$ cat config.mk
export PLATFORM = sky130hd
export DESIGN_NAME = mwtg_osc
export DESIGN_NICKNAME = d
export VERILOG_FILES = /design/src/hw/rtl/assert_macros.svh /design/src/hw/rtl/mwtg_pkg.sv /design/src/hw/rtl/mwtg_osc.sv
export SDC_FILE = /design/constraint.sdc
export NUM_CORES = 1
export LEC_CHECK = 0
export BUFFER_PORTS_ARGS = -buffer_cell sky130_fd_sc_hd__buf_2
export CORE_ASPECT_RATIO = 1.75
export CORE_MARGIN = 5
export CORE_UTILIZATION = 50
export DETAILED_ROUTE_END_ITERATION = 6
export PLACE_DENSITY = 0.66
export RECOVER_POWER = 25
export SYNTH_ARGS = -nofsm -noshare
export SYNTH_HDL_FRONTEND = slang
export SYNTH_SLANG_ARGS = --single-unit
$ cat constraint.sdc
create_clock -name clk -period 5.6 [get_ports clk]
set_input_delay 0.28 -clock clk [delete_from_list [all_inputs] [get_ports clk]]
set_output_delay 0.28 -clock clk [all_outputs]
set_load 0.01 [all_outputs]
$ cat src/hw/rtl/assert_macros.svh
// assertion macros used by the tone generator top level
`ifndef ASSERT_MACROS_SVH
`define ASSERT_MACROS_SVH

// same-cycle implication, checked out of reset
`define ASSERT_SAME(label, clk, rst_n, ante, cons) \
  label: assert property (@(posedge clk) disable iff (!rst_n) (ante) |-> (cons)) \
    else $error("assertion failed");

// next-cycle implication, checked out of reset
`define ASSERT_NEXT(label, clk, rst_n, ante, cons) \
  label: assert property (@(posedge clk) disable iff (!rst_n) (ante) |=> (cons)) \
    else $error("assertion failed");

`endif

$ cat src/hw/rtl/mwtg_pkg.sv
// shared types, codes and table functions for the tone generator
package mwtg_pkg;

  // waveform codes, unused codes fall back to sine
  typedef enum logic [2:0] {
    WAVE_SINE   = 3'd0,
    WAVE_SQUARE = 3'd1,
    WAVE_SAW    = 3'd2,
    WAVE_TRI    = 3'd3,
    WAVE_NOISE  = 3'd4
  } shape_t;

  // configuration register indexes
  localparam int CFG_IDX_W  = 8;
  localparam int STEP_W     = 24;
  localparam logic [CFG_IDX_W-1:0] CFG_PHASE_STEP = 8'd0;
  localparam logic [CFG_IDX_W-1:0] CFG_WAVE_SHAPE = 8'd1;

  // noise generator constants
  localparam logic [31:0] NOISE_SEED = 32'h9e37_79b9;
  localparam int XS_A = 13;
  localparam int XS_B = 17;
  localparam int XS_C = 5;

  // pi/2 in q30
  localparam longint HALF_PI_Q30 = 64'sd1686629713;

  // control bits carried with a word into the sine stage
  typedef struct packed {
    logic is_sine;
    logic negate;
  } s1_ctl_t;

  // one xorshift32 step
  function automatic logic [31:0] xorshift32(input logic [31:0] s);
    logic [31:0] a;
    logic [31:0] b;
    a = s ^ (s << XS_A);
    b = a ^ (a >> XS_B);
    return b ^ (b << XS_C);
  endfunction

  // truncating quotient of non-negative values, only used while the table is built
  function automatic longint quot_u(input longint num, input longint den);
    longint q;
    longint rem;
    q   = 0;
    rem = 0;
    for (int b = 62; b >= 0; b--) begin
      rem = (rem << 1) | ((num >>> b) & longint'(1));
      if (rem >= den) begin
        rem = rem - den;
        q   = q | (longint'(1) << b);
      end
    end
    return q;
  endfunction

  // quarter-wave sine entry k: taylor series in q30, rounded to fbits
  function automatic int sine_entry(input int k, input int tbits, input int fbits);
    longint x;
    longint x2;
    longint r;
    longint t;
    longint s;
    longint n;
    x  = (longint'(k) * HALF_PI_Q30) >>> tbits;
    x2 = (x * x) >>> 30;
    r  = longint'(1) << 30;
    for (n = 7; n >= 1; n--) begin
      t = (x2 * r) >>> 30;
      r = (longint'(1) << 30) - quot_u(t, (2 * n) * (2 * n + 1));
    end
    s = (x * r) >>> 30;
    if (s < 0) s = 0;
    s = (s + (longint'(1) << (29 - fbits))) >>> (30 - fbits);
    if (s > (longint'(1) << fbits) - 1) s = (longint'(1) << fbits) - 1;
    return int'(s);
  endfunction

endpackage

$ cat src/hw/rtl/mwtg_osc.sv
// phase accumulator, noise register and per-shape sample logic
module mwtg_osc #(
  parameter int PHASE_BITS      = 24,
  parameter int SINE_TABLE_BITS = 10,
  parameter int SAMPLE_BITS     = 16
) (
  input  logic                          clk,
  input  logic                          rst_n,
  input  logic                          accept,
  input  logic                          s1_load,
  input  logic                          restart,
  input  logic [mwtg_pkg::STEP_W-1:0]   phase_step,
  input  mwtg_pkg::shape_t              wave_shape,
  output logic [SINE_TABLE_BITS:0]      rom_addr,
  output logic signed [SAMPLE_BITS-1:0] s1_pre,
  output mwtg_pkg::s1_ctl_t             s1_ctl
);
  import mwtg_pkg::*;

  localparam int F    = SAMPLE_BITS - 1;
  localparam int TW   = SINE_TABLE_BITS + 2;
  localparam int MAXB = (F + 2 > TW) ? F + 2 : TW;
  localparam int PAD  = (MAXB > PHASE_BITS) ? MAXB - PHASE_BITS : 0;
  localparam int EW   = PHASE_BITS + PAD + 1;
  localparam int AW   = SINE_TABLE_BITS + 1;

  localparam logic [F+1:0]         TWO_ONE = (F + 2)'(1) << (F + 1);
  localparam logic signed [F+2:0]  ONE_W   = (F + 3)'(1) << F;
  localparam logic signed [F:0]    MAXV    = {1'b0, {F{1'b1}}};
  localparam logic [AW-1:0]        TBL_N   = AW'(1) << SINE_TABLE_BITS;

  logic [PHASE_BITS-1:0]        phase_r;
  logic [PHASE_BITS-1:0]        phase_nxt;
  logic [31:0]                  noise_r;
  logic [31:0]                  noise_nxt;
  logic signed [F:0]            s1_pre_r;
  logic signed [F:0]            s1_pre_nxt;
  s1_ctl_t                      s1_ctl_r;
  s1_ctl_t                      s1_ctl_nxt;

  logic [PHASE_BITS-1:0]        phase_base;
  logic [EW-1:0]                phase_ext;
  logic [PHASE_BITS+23:0]       step_wide;
  logic [PHASE_BITS-1:0]        step_s;
  logic [F:0]                   saw_u;
  logic [F+1:0]                 tri_q;
  logic [F+1:0]                 tri_d;
  logic signed [F+2:0]          tri_v;
  logic signed [F:0]            tri_s;
  logic [TW-1:0]                sin_f;
  logic [SINE_TABLE_BITS-1:0]   sin_i;
  logic [31:0]                  noise_base;
  logic [31:0]                  noise_adv;

  // restart clears phase and reseeds noise before sampling
  assign phase_base = restart ? '0 : phase_r;
  assign noise_base = restart ? NOISE_SEED : noise_r;
  assign noise_adv  = xorshift32(noise_base);

  // phase fraction padded so any needed top-bit slice exists
  assign phase_ext = {phase_base, {(PAD + 1){1'b0}}};
  assign saw_u     = phase_ext[EW-1 -: F + 1];
  assign tri_q     = phase_ext[EW-1 -: F + 2];
  assign sin_f     = phase_ext[EW-1 -: TW];

  // step rescaled from 0.24 to the accumulator width
  assign step_wide = {phase_step, {PHASE_BITS{1'b0}}};
  assign step_s    = step_wide[PHASE_BITS+23:24];

  // triangle: one minus distance from half phase, top code saturated
  always_comb begin
    if (tri_q[F+1]) begin
      tri_d = {1'b0, tri_q[F:0]};
    end else begin
      tri_d = TWO_ONE - {1'b0, tri_q[F:0]};
    end
    tri_v = ONE_W - signed'({1'b0, tri_d});
    if (tri_v == ONE_W) begin
      tri_s = MAXV;
    end else begin
      tri_s = tri_v[F:0];
    end
  end

  // sine address: mirror in odd quadrants
  assign sin_i    = sin_f[SINE_TABLE_BITS-1:0];
  assign rom_addr = sin_f[TW-2] ? (TBL_N - {1'b0, sin_i}) : {1'b0, sin_i};

  // shape select and state update
  always_comb begin
    s1_ctl_nxt.is_sine = 1'b0;
    s1_ctl_nxt.negate  = sin_f[TW-1];
    noise_nxt          = noise_base;
    phase_nxt          = phase_base + step_s;
    case (wave_shape)
      WAVE_SQUARE: begin
        s1_pre_nxt = {phase_base[PHASE_BITS-1], {F{~phase_base[PHASE_BITS-1]}}};
      end
      WAVE_SAW: begin
        s1_pre_nxt = {~saw_u[F], saw_u[F-1:0]};
      end
      WAVE_TRI: begin
        s1_pre_nxt = tri_s;
      end
      WAVE_NOISE: begin
        noise_nxt  = noise_adv;
        s1_pre_nxt = {~noise_adv[31], noise_adv[30 -: F]};
      end
      default: begin
        s1_ctl_nxt.is_sine = 1'b1;
        s1_pre_nxt         = '0;
      end
    endcase
  end

  // oscillator state
  always_ff @(posedge clk) begin
    if (!rst_n) begin
      phase_r <= '0;
      noise_r <= NOISE_SEED;
    end else if (accept) begin
      phase_r <= phase_nxt;
      noise_r <= noise_nxt;
    end
  end

  // stage one payload
  always_ff @(posedge clk) begin
    if (s1_load) begin
      s1_pre_r <= s1_pre_nxt;
      s1_ctl_r <= s1_ctl_nxt;
    end
  end

  assign s1_pre = s1_pre_r;
  assign s1_ctl = s1_ctl_r;

endmodule

# After elaboration in Yosys (flattened, before gate mapping)
# Cells that the tools add are included.
# W data, S select, Z words.
# totals
register_bits	74
input_bits	32
out_inout_bits	29
wordCells	28
# classes
add_sub_neg	4
n_eq_ne	5
n_mux	8
bitwise	5
n_reduce_logical	1
# ops
operator	n
$mux W32	2
$pmux W16 S4	1
$xor A32 B32 Y32	2
$xor A32 B15 Y32	1
$add A24 B24 Y24	1
$mux W24	1
$eq A18 B17 Y1 const B	1
$sub A16 B17 Y18 const A	1
$mux W17	1
$sub A17 B16 Y17 const A	1
$mux W16	1
$mux W11	1
$sub A11 B10 Y11 const A	1
$eq A3 B2 Y1 const B	2
$reduce_or A4 Y1	1
$eq A3 B1 Y1 const B	1
$eq A3 B3 Y1 const B	1
$not A1 Y1	2
$mux W1	1

# Longest topological paths before layout
# Gate-level depths: netlist (run 1).
# logic_depth
ltp_word	7
mapped_depth	16
depth_no_buf	12

# Worst setup path before layout (run 1)
# Ideal clock, no wire load.
# synth_timing
kind	input port to flip-flop
from	input port restart
to	register phase_r[12]
setup_ps	117
arrival_ps	3488
required_time_ps	5483
setup_slack_ps	1995
path_stages	15
path_buffers	5
cell_sequence	buf_4 buf_4 clkbuf_1 clkbuf_1 buf_2 nor2b_1 ha_1 a21o_1 maj3_1 a41o_1 o21a_1 o21a_1 o21a_1 o311a_1 a32o_1
# synth_via
elab_chain_cells	2
# synth_rtl
element	line	source
start, declared	mwtg_osc.sv:11	input logic restart,
$mux W24	mwtg_osc.sv:56	assign phase_base = restart ? '0 : phase_r;
$add A24 B24 Y24	mwtg_osc.sv:94	phase_nxt = phase_base + step_s;
end signal, assigned	mwtg_osc.sv:122	phase_r <= phase_nxt;
end, declared	mwtg_osc.sv:32	logic [PHASE_BITS-1:0] phase_r;
# Every way passes these cells.
# A chain may end at the register's enable or synchronous reset.

# Final worst setup path (run 1)
# layout_timing
from	register phase_r[12]
to	register s1_pre_r[4] (netlist: s1_pre[4]), data pin
# layout_via
elab_chain_cells	7
# layout_rtl
element	line	source
$mux W24 *	mwtg_osc.sv:56	
$sub A17 B16 Y17	mwtg_osc.sv:75	tri_d = TWO_ONE - {1'b0, tri_q[F:0]};
$mux W17	mwtg_osc.sv:72	if (tri_q[F+1]) begin
$sub A16 B17 Y18	mwtg_osc.sv:77	tri_v = ONE_W - signed'({1'b0, tri_d});
$eq A18 B17 Y1	mwtg_osc.sv:78	if (tri_v == ONE_W) begin
$mux W16	mwtg_osc.sv:78	
$pmux W16 S4 *	mwtg_osc.sv:95	case (wave_shape)
named net s1_pre_nxt[4]	mwtg_osc.sv:37	logic signed [F:0] s1_pre_nxt;
end signal, assigned	mwtg_osc.sv:130	s1_pre_r <= s1_pre_nxt;
end, declared	mwtg_osc.sv:36	logic signed [F:0] s1_pre_r;
# Mark *: on every way through the listed nets, which the timed path passes. The rest lies on a longest branch.

==> results of run 1 <==
flip-flops by register name, summed over array words and instances (netlist names):
| signal | flops |
|---|---|
| noise_r | 32 |
| phase_r | 24 |
| s1_pre | 16 |
| s1_ctl | 2 |
through the flow:
stage,instance area [sq um],cells
floorplan,5890,740
global placement,6160,888
global route,6460,904
detailed placement,6160,888
CTS,6470,904
finish,6460,904
metal layers:
layer,up-vias,wire length (um),GRT usage
met4,0,1040,0.163
met2,173,8860,0.432
met5,-,0,0
met1,2663,6250,0.252
li1,2709,-,-
met3,62,675,0.0313
layout make-up:
class | count | area [sq um]
fillers | 1121 | 5120
inverters | 23 | 86.3
clock buffers | 10 | 229
flip-flops and latches | 74 | 1660
multi-input cells | 592 | 3920
clock inverters | 6 | 81.3
repair buffers | 64 | 314
well taps | 135 | 169
layout by cell type (no fill, tap or decap), types with 10 or more instances in the layout:
master	instances
nor2b_1	30
o21a_1	11
clkbuf_1	14
o21ai_0	51
nor3_1	13
ha_1	23
xnor2_1	58
nand2_1	57
buf_2	47
inv_1	22
a21oi_1	52
a22oi_1	10
xor2_1	36
dfxtp_1	56
edfxtp_1	18
nor2_1	77
nand3_1	14
critical path, stage by stage, from the launching register on:
cell and delay [ns]:
dfxtp_1 0.47, nor2b_1 0.39, inv_1 0.15, ha_1 0.33
nor3b_2 0.19, o21ai_1 0.08, a211o_1 0.34, a211o_1 0.35
or3_1 0.44, a21oi_1 0.30, a31oi_2 0.39, o221ai_1 0.21
logic make-up (layout without fill, tap and decap cells):
logic type	Yosys count	after routing	synth area share
buffers and inverters	74	103	0.0527
multiplexers	5	5	0.00850
adder cells (fa/ha/maj)	25	25	0.0540
flip-flops	74	74	0.282
XOR/XNOR	94	94	0.140
AND/OR/NAND/NOR	247	247	0.208
AO/OA/AOI/OAI	221	221	0.254
path summary, 6_finish.rpt:
path	endpoint	slack (ns)	cells past startpoint
worst max-delay path	s1_pre[4]$_DFFE_PP_	1.78	11
worst max register to register	s1_pre[4]$_DFFE_PP_	1.78	11
worst min-delay path	phase_r[0]$_SDFFE_PN0P_	0.31	4
worst min register to register	phase_r[4]$_SDFFE_PN0P_	0.47	2
where the power goes:
group	total [mW]	leakage [nW]	internal, mW	switching, mW
registers	0.612	0.642	0.581	0.0312
clock network	0.613	0.150	0.387	0.226
logic	0.413	1.84	0.163	0.249
==> results by group, run 1 <==
Routing
  • Initial drt markers: between 400 and 500
  • DRC: 0
  • DRT antenna net count: 0
  • Average wire per standard cell: between 15 and 20 um
  • First-pass iteration count of the detailed router: 5
  • DRT Wirelength: 16800 um
  • Vias per cell: just over 6
  • Total number of vias: around 5.6k

Logic synthesis
  • Top-area cell type share of the netlist area: 0.190
  • Top cells by area, synth: dfxtp_1 19%, edfxtp_1 9.2%, xnor2_1 8.6%
  • Post-synth EDFFs: 18
  • Yosys reg bits: 74
  • Synth Cell Area: approximately 0.0059 sq mm
  • Main flop type after synthesis: dfxtp_1
  • Synth cell count leaders: 77 x nor2_1, 58 x xnor2_1, 57 x nand2_1, 56 x dfxtp_1, 52 x a21oi_1
  • Synth async-reset ratio: 0
  • Top-count cell post-synth: nor2_1
  • Syn nets: 796
  • Synth Warn #: 0
  • Largest area contributor in the netlist: dfxtp_1
  • Register area share after synthesis: 0.282
  • Cells after synthesis: between 700 and 800
  • Syn Area/Cell: just under 8 sq um
  • Synth cell types: 73

Critical path
  • Critical Path AT: 3.99 ns
  • Startpoint Class: register
  • Reg2reg start: phase_r[12]$_SDFFE_PN0P_
  • Crit end category: register
  • Critical path class: register to register
  • Worst Setup SP: phase_r[12]$_SDFFE_PN0P_
  • Worst Path Required: 5.77 ns
  • Crit-path max FO: 14

Layout
  • Fraction of layout cells with a size suffix above 1: 0.114
  • N_diodes: 0
  • Final #Nets: 820
  • Final core utilization: 0.558
  • Layout area overhead: 9.67%

Timing
  • Setup TNS: 0 ns
  • Slew @ Worst Pin: about 0.96 ns
  • Rel. slew slack: 0.360
  • FMAX: about 260 MHz
  • Period utilization: 0.683
  • Setup slack after layout: 1.78 ns
  • Unrepaired setup endpoints after global routing: no
  • Fin crit period: ~3.8 ns
  • Clock Skew: approximately 0.0046 ns
  • Pins Over Slew Limit: 0
  • Setup violations, final: 0
  • Fin Hold WS: around 0.31 ns
  • Final Hold Fails: 0

Floorplanning
  • DIE AREA: roughly 0.014 sq mm
  • Starting Density: 0.508
  • I/O pin cnt: 61
  • Site row count: between 50 and 60
  • Die Y: between 150 and 200 um
  • DIE WIDTH: 92.0 um
  • CORE AREA: 0.0116 sq mm

Power
  • Overall power: 1.64 mW
  • Pleak: around 2.6 nW
  • Cell Pwr Density: ~250 mW/mm^2
  • Peak VDD IR: around 170 uV

Clock network
  • TritonCTS Buffers: 9
  • Post-CTS Resized: 0
  • Clock tree root buffer cell: clkbuf_16
  • Clk Latency, worst-skew pair: around 0.34 ns
  • Clock Pin Slew Worst Setup and Hold Paths: roughly 0.060 ns
  • Post-CTS setup buffer count: 0
  • H-Tree Depth: 3
  • CTS tree: done
  • CTS Buffer Depth: 2
  • Number of hold buffers added after CTS: 0
  • CTS sink count: between 70 and 80

Global routing
  • Largest net degree at the start of global routing: 51
  • Vias in the first global route: 5627
  • Total gr overflow: 0
  • Initial antenna violation count: 0
  • First-pass GRT wire length: 27200 um
  • Tot GR Track Use: 0.239

Outcome
  • Status: complete, no violations

Placed design
  • Dpl ws: ~1.6 ns
  • Port bufs: 60
  • DPL Wire Length: roughly 13000 um
  • Gpl congestion: just under 0.9

Hold path
  • Hold Crit Class: input port to register
  • Worst hold start: phase_step[0]

Flow run
  • Max cap viols: 0
(Power assumes the default switching activity.)
==> inputs of run 2 (changes only) <==
- ABC_AREA: default -> 1
- PLACE_DENSITY: 0.66 -> 0.69
- clock period: 5.6 -> 3.1 ns (I/O delays scaled with it)
==> run 2 against run 1 <==
Against the previous run: clock power rose by 83%; critical endpoint is now phase_r[14]$_SDFFE_PN0P_; largest cell class unchanged; largest power group unchanged; critical path depth increased by 5; first-iteration DRC count is 23% higher; cell count grew 37%; final area up 10%; worst setup slack worse by 1.4 ns; sequential power rose by 81%; area after synthesis grew 7.4%; die area is 6.7% higher; combinational power is 130% higher; synthesized cell count up 37%; total power is 94% higher.
==> results by group, run 2 <==
Critical path
  • Most used cell, CP: inv_1
  • CP cell instances: inv_1 -> nor2_1 -> ha_1 -> inv_1 -> fa_1 -> inv_1 -> nand3_1 -> nand2_1 -> a21oi_1 -> o21ai_0 -> buf_4 -> a21oi_1 -> o21ai_0 -> xor2_1 -> o21ai_0 -> inv_1
  • Worst Setup SP: phase_r[0]$_SDFFE_PN0P_
  • Top Family by Delay on Critical Path: compound AO/OA/AOI/OAI gates
  • Critical path endpoint: phase_r[14]$_SDFFE_PN0P_
  • Critical path class: register to register
  • Reg2reg start: phase_r[0]$_SDFFE_PN0P_
  • Critical Path AT: slightly below 3 ns
  • Crit end category: register
  • Crit path buffers/inverters: 5
  • Crit-path max FO: 3
  • Worst Path Required: roughly 3.3 ns
  • Reg2Reg Setup Slack: 0.35 ns
  • R2R Path End: phase_r[14]$_SDFFE_PN0P_
  • WP depth: 16
  • Startpoint Class: register
  • Critical Path Slowest Stage Cell: fa_1
  • Worst reg2reg path depth: 16
  • Critical Path Max Stage Delay: approximately 0.4 ns

Routing
  • DRC: 0
  • DRT Wirelength: slightly above 20000 um
  • Total number of vias: 6778
  • Initial drt markers: a little over 500
  • DRT antenna net count: 0
  • Vias per cell: 5.47
  • First-pass iteration count of the detailed router: 5
  • Average wire per standard cell: between 15 and 20 um

Power
  • Logic gate share of total power: 0.299
  • Sw Share: 0.344
  • Net Sw Power: ~1.1 mW
  • Pleak: roughly 3.6 nW
  • Sequential power share: 0.349
  • Int Pwr: 2.08 mW
  • Peak VDD IR: around 270 uV
  • Cell Pwr Density: 446 mW/mm^2
  • Clock network power share: 0.352

Timing
  • Slew @ Worst Pin: roughly 0.98 ns
  • FMAX: between 300 and 400 MHz
  • Period utilization: 0.886
  • Setup violations, final: 0
  • Rel. slew slack: 0.344
  • Clock Skew: about 0.014 ns
  • Final Hold Fails: 0
  • Pins Over Slew Limit: 0
  • Unrepaired setup endpoints after global routing: no
  • Setup TNS: 0 ns
  • Fin crit period: 2.75 ns
  • Fin Hold WS: roughly 0.24 ns

Layout
  • Fraction of layout cells with a size suffix above 1: 0.0980
  • Final #Nets: approximately 1.1k
  • Most frequent cells in the layout: 251 x nand2_1, 152 x inv_1, 100 x nor2_1
  • N_diodes: 0
  • Final core utilization: 0.571
  • Max FFs per register: 32
  • Top reg by flops: noise_r
  • Layout area overhead: 12.3%
  • Leading cell type in the layout, fill and taps excluded: nand2_1

Logic synthesis
  • Post-synth EDFFs: 18
  • Synth cell types: 44
  • Main flop type after synthesis: dfxtp_1
  • Synth async-reset ratio: 0
  • Top cells by area, synth: dfxtp_1 18%, nand2_1 15%, inv_1 9.1%
  • Synth cell count leaders: 251 x nand2_1, 153 x inv_1, 100 x nor2_1, 94 x o21ai_0, 81 x a21oi_1
  • Synth Cell Area: roughly 0.0063 sq mm
  • Cells after synthesis: 1013
  • Syn nets: 1069
  • Synth Warn #: 0
  • Top-area cell type share of the netlist area: 0.177
  • Syn Area/Cell: ~6.2 sq um
  • Yosys reg bits: 74
  • Register area share after synthesis: 0.263
  • Largest area contributor in the netlist: dfxtp_1
  • Top-count cell post-synth: nand2_1

Clock network
  • Clock tree root buffer cell: clkbuf_16
  • Clock Pin Slew Worst Setup and Hold Paths: 0.07 ns
  • Number of hold buffers added after CTS: 0
  • CTS tree: done
  • CTS Buffer Depth: 2
  • Clk Latency, worst-skew pair: roughly 0.34 ns
  • TritonCTS Buffers: 9
  • H-Tree Depth: 3
  • Post-CTS setup buffer count: 0
  • Post-CTS Resized: 0
  • CTS sink count: 74

Floorplanning
  • DIE AREA: 0.0151 sq mm
  • I/O pin cnt: just over 60
  • DIE WIDTH: 95.0 um
  • Site row count: between 50 and 60
  • CORE AREA: around 0.012 sq mm
  • Die Y: 159 um
  • Starting Density: 0.509

Global routing
  • First-pass GRT wire length: 31900 um
  • Largest net degree at the start of global routing: 46
  • Tot GR Track Use: 0.275
  • Total gr overflow: 0
  • Vias in the first global route: 6394
  • Initial antenna violation count: 0

Placed design
  • Gpl congestion: about 1.0
  • DPL Wire Length: roughly 16000 um
  • Port bufs: 60

Outcome
  • Status: complete, no violations

Hold path
  • Hold Crit Class: input port to register

Flow run
  • Max cap viols: 0
run 2: layer usage:
layer  GRT usage  vias up  share of wire  routed length [um]
li1            -     3424              -                   -
met1       0.274     3076           0.36                7490
met2       0.500      204           0.52               10800
met3      0.0388       74          0.035                 710
met4       0.195        0          0.079                1620
met5           0        -              0                   0
run 2: cell type report:
type | instances | area, sq um
fill | 1323 | 5330
multi-input combinational | 741 | 3890
sequential | 74 | 1660
inverter | 161 | 604
timing repair buffer | 79 | 424
clock buffer | 10 | 229
tap | 168 | 210
clock inverter | 6 | 81.3
run 2: worst min path at each step:
| stage | slack, ns | to | cells past startpoint | startpoint |
|---|---|---|---|---|
| finish | 0.24 | noise_r[0]$_SDFFE_PN1P_ | 2 | rst_n |
| detailed placement | 0.45 | noise_r[20]$_SDFFE_PN1P_ | 2 | noise_r[20]$_SDFFE_PN1P_ |
| CTS | 0.23 | noise_r[0]$_SDFFE_PN1P_ | 2 | rst_n |
| floorplan | 0.27 | s1_ctl[0]$_DFFE_PP_ | 0 | s1_load |
| global route | 0.25 | noise_r[28]$_SDFFE_PN1P_ | 2 | rst_n |
| global placement | 0.45 | noise_r[25]$_SDFFE_PN1P_ | 2 | noise_r[25]$_SDFFE_PN1P_ |
run 2: kinds of logic (layout without fill, tap and decap cells):
group / count (synthesis) / count (layout) / share of synthesized area
buffers and inverters: 198 / 256 / 0.121
AND/OR/NAND/NOR: 423 / 423 / 0.275
XOR/XNOR: 50 / 50 / 0.0693
AO/OA/AOI/OAI: 244 / 244 / 0.223
adder cells (fa/ha/maj): 24 / 24 / 0.0487
flip-flops: 74 / 74 / 0.263
run 2: power groups by stage:
stage,combinational (mW),clock (mW),sequential [mW]
after global routing,1.06,1.17,1.11
after global placement,0.933,0,1.13
after CTS,0.942,1.13,1.11
final,0.947,1.12,1.11
after floorplan,0.659,0,1.13
after detailed placement,0.936,0,1.13
run 2: through the flow:
step | cell area (sq um) | setup WS (ns) | power [mW] | instances
6_report | 7100 | 0.354 | 3.17 | 1239
5_1_grt | 7100 | 0.107 | 3.34 | 1239
4_1_cts | 7120 | 0.345 | 3.18 | 1239
3_5_place_dp | 6810 | 0.168 | 2.06 | 1223
3_3_place_gp | 6810 | 0.166 | 2.06 | 1223
2_1_floorplan | 6320 | 0.509 | 1.79 | 1013
==> inputs of run 3 (changes only) <==
- BUFFER_PORTS_ARGS: -buffer_cell sky130_fd_sc_hd__buf_2 -> -buffer_cell sky130_fd_sc_hd__clkbuf_2
==> run 3 against run 2 <==
Against the previous run: worst setup slack about the same; combinational power down 0.6%; cell count barely moved; non-clock buffer count is 2 higher; total power rose by 0.73%; register-to-register slack about the same; largest power group unchanged; final area grew 0.41%; routed wire length is 0.18% lower; die area did not move; clock power barely moved; sequential power hardly changed; via count down 0.97%.
==> results by group, run 3 (synthesis gave the netlist of run 2 again) <==
Timing
  • Setup violations, final: 0
  • Final Hold Fails: 0
  • FMAX: about 360 MHz
  • Setup TNS: 0 ns
  • Clock Skew: slightly above 0.008 ns
  • Period utilization: 0.886
  • Setup slack after layout: between 0.3 and 0.4 ns
  • Rel. slew slack: 0.371
  • Slew @ Worst Pin: around 0.94 ns
  • Unrepaired setup endpoints after global routing: no
  • Fin crit period: around 2.7 ns
  • Pins Over Slew Limit: 0

Hold path
  • Worst hold start: phase_step[23]
  • Hold Crit Class: input port to register
  • WHS Path Cells: 5

Routing
  • DRC: 0
  • First-pass iteration count of the detailed router: 5
  • Initial drt markers: 400
  • DRT Wirelength: around 21000 um
  • Vias per cell: 5.41
  • Total number of vias: approximately 6.7k
  • Average wire per standard cell: 16.6 um
  • DRT antenna net count: 0

Power
  • Net Sw Power: between 1 and 1.5 mW
  • Cell Pwr Density: roughly 450 mW/mm^2
  • Logic gate share of total power: 0.295
  • Int Pwr: roughly 2.1 mW
  • Pleak: approximately 3.7 nW
  • Clock network power share: 0.359
  • Peak VDD IR: around 260 uV
  • Sequential power share: 0.347
  • Sw Share: 0.342

Critical path
  • Worst reg2reg path depth: 12
  • Worst Setup SP: phase_r[14]$_SDFFE_PN0P_
  • Critical path class: register to register
  • Crit-path max FO: 6
  • Critical Path AT: between 3 and 4 ns
  • Reg2reg start: phase_r[14]$_SDFFE_PN0P_
  • Worst Path Required: 3.39 ns
  • Startpoint Class: register
  • Crit end category: register

Floorplanning
  • DIE WIDTH: around 95 um
  • CORE AREA: 0.0124 sq mm
  • Site row count: 54
  • Die Y: ~160 um
  • Starting Density: 0.509
  • I/O pin cnt: 61
  • DIE AREA: 0.0151 sq mm

Clock network
  • Post-CTS setup buffer count: 0
  • Clock tree root buffer cell: clkbuf_16
  • CTS sink count: 74
  • Clk Latency, worst-skew pair: ~0.34 ns
  • CTS tree: done
  • Clock Pin Slew Worst Setup and Hold Paths: approximately 0.06 ns
  • TritonCTS Buffers: 9
  • CTS Buffer Depth: 2
  • H-Tree Depth: 3

Outcome
  • Status: complete, no violations

Layout
  • Fraction of layout cells with a size suffix above 1: 0.101
  • Final Cell Area: 0.00713 sq mm
  • Final core utilization: 0.574
  • Max FFs per register: 32
  • Top reg by flops: noise_r
  • Most frequent cells in the layout: 251 x nand2_1, 152 x inv_1, 100 x nor2_1
  • N_diodes: 0
  • Layout area overhead: 12.8%
  • Non-filler cells in the finished layout: about 1.2k
  • Final #Nets: roughly 1.1k
  • Leading cell type in the layout, fill and taps excluded: nand2_1

Global routing
  • First-pass GRT wire length: ~32000 um
  • Vias in the first global route: roughly 6.4k
  • Tot GR Track Use: 0.277
  • Largest net degree at the start of global routing: between 40 and 50
  • Total gr overflow: 0
  • Initial antenna violation count: 0

Placed design
  • Placed inst area: between 0.006 and 0.007 sq mm
  • DPL Wire Length: between 15000 and 20000 um
  • Dpl ws: 0.235 ns
  • Gpl congestion: 1.00
  • Placed Cells: 1225
  • Port bufs: 60

Flow run
  • Max cap viols: 0
[run 3: changes by cell type in the layout (fill, tap and decap cells not counted), sizes merged]
cell,change
clkbuf,+50
buf,-46
bufinv,-1
clkinv,-1
clkinvlp,-1
[run 3: final timing paths]
kind / end / slack (ns)
min: phase_r[23]$_SDFFE_PN0P_ / 0.26
min reg2reg: noise_r[25]$_SDFFE_PN1P_ / 0.47
max reg2reg: phase_r[20]$_SDFFE_PN0P_ / 0.35
max: phase_r[20]$_SDFFE_PN0P_ / 0.35
[run 3: timing repair]
item / CTS / global route
resized for setup: 0 / 1
endpoints found under the setup margin: 0 / 1
hold buffers: 0 / 0
[run 3: critical path, cell delays in order (launching register included)]
cell and delay [ns]:
dfxtp_1 0.35, nand2_1 0.22, inv_1 0.12, ha_1 0.42, nand2_1 0.16, nor2_1 0.33
inv_1 0.10, nor3_1 0.34, nand3_1 0.18, a31o_1 0.22, nand3_1 0.08, o211ai_1 0.09
inv_1 0.07
[run 3: final cells by class]
| class | count | area (sq um) |
|---|---|---|
| Clock buffer | 12 | 280 |
| Fill cell | 1353 | 5300 |
| Inverter | 161 | 604 |
| Clock inverter | 3 | 43.8 |
| Timing Repair Buffer | 81 | 439 |
| Multi-Input combinational cell | 741 | 3890 |
| Tap cell | 168 | 210 |
| Sequential cell | 74 | 1660 |
[run 3: through the flow]
stage,power [mW],hold WS [ns]
2_1_floorplan,1.79,0.267
3_3_place_gp,2.06,0.448
3_5_place_dp,2.06,0.454
4_1_cts,3.20,0.265
5_1_grt,3.37,0.301
6_report,3.19,0.263
[run 3: power groups by stage]
stage / clock network, mW / registers (mW) / logic (mW)
after detailed placement: 0 / 1.13 / 0.934
after global placement: 0 / 1.13 / 0.933
after floorplan: 0 / 1.13 / 0.659
final: 1.15 / 1.11 / 0.941
after CTS: 1.15 / 1.11 / 0.938
after global routing: 1.20 / 1.11 / 1.05
[run 3: routing by layer]
layer	global-route usage	routed length (um)	vias up
met1	0.280	7360	2993
met4	0.185	1540	0
met2	0.510	10900	220
met5	0	0	-
met3	0.0322	749	79
li1	-	-	3420
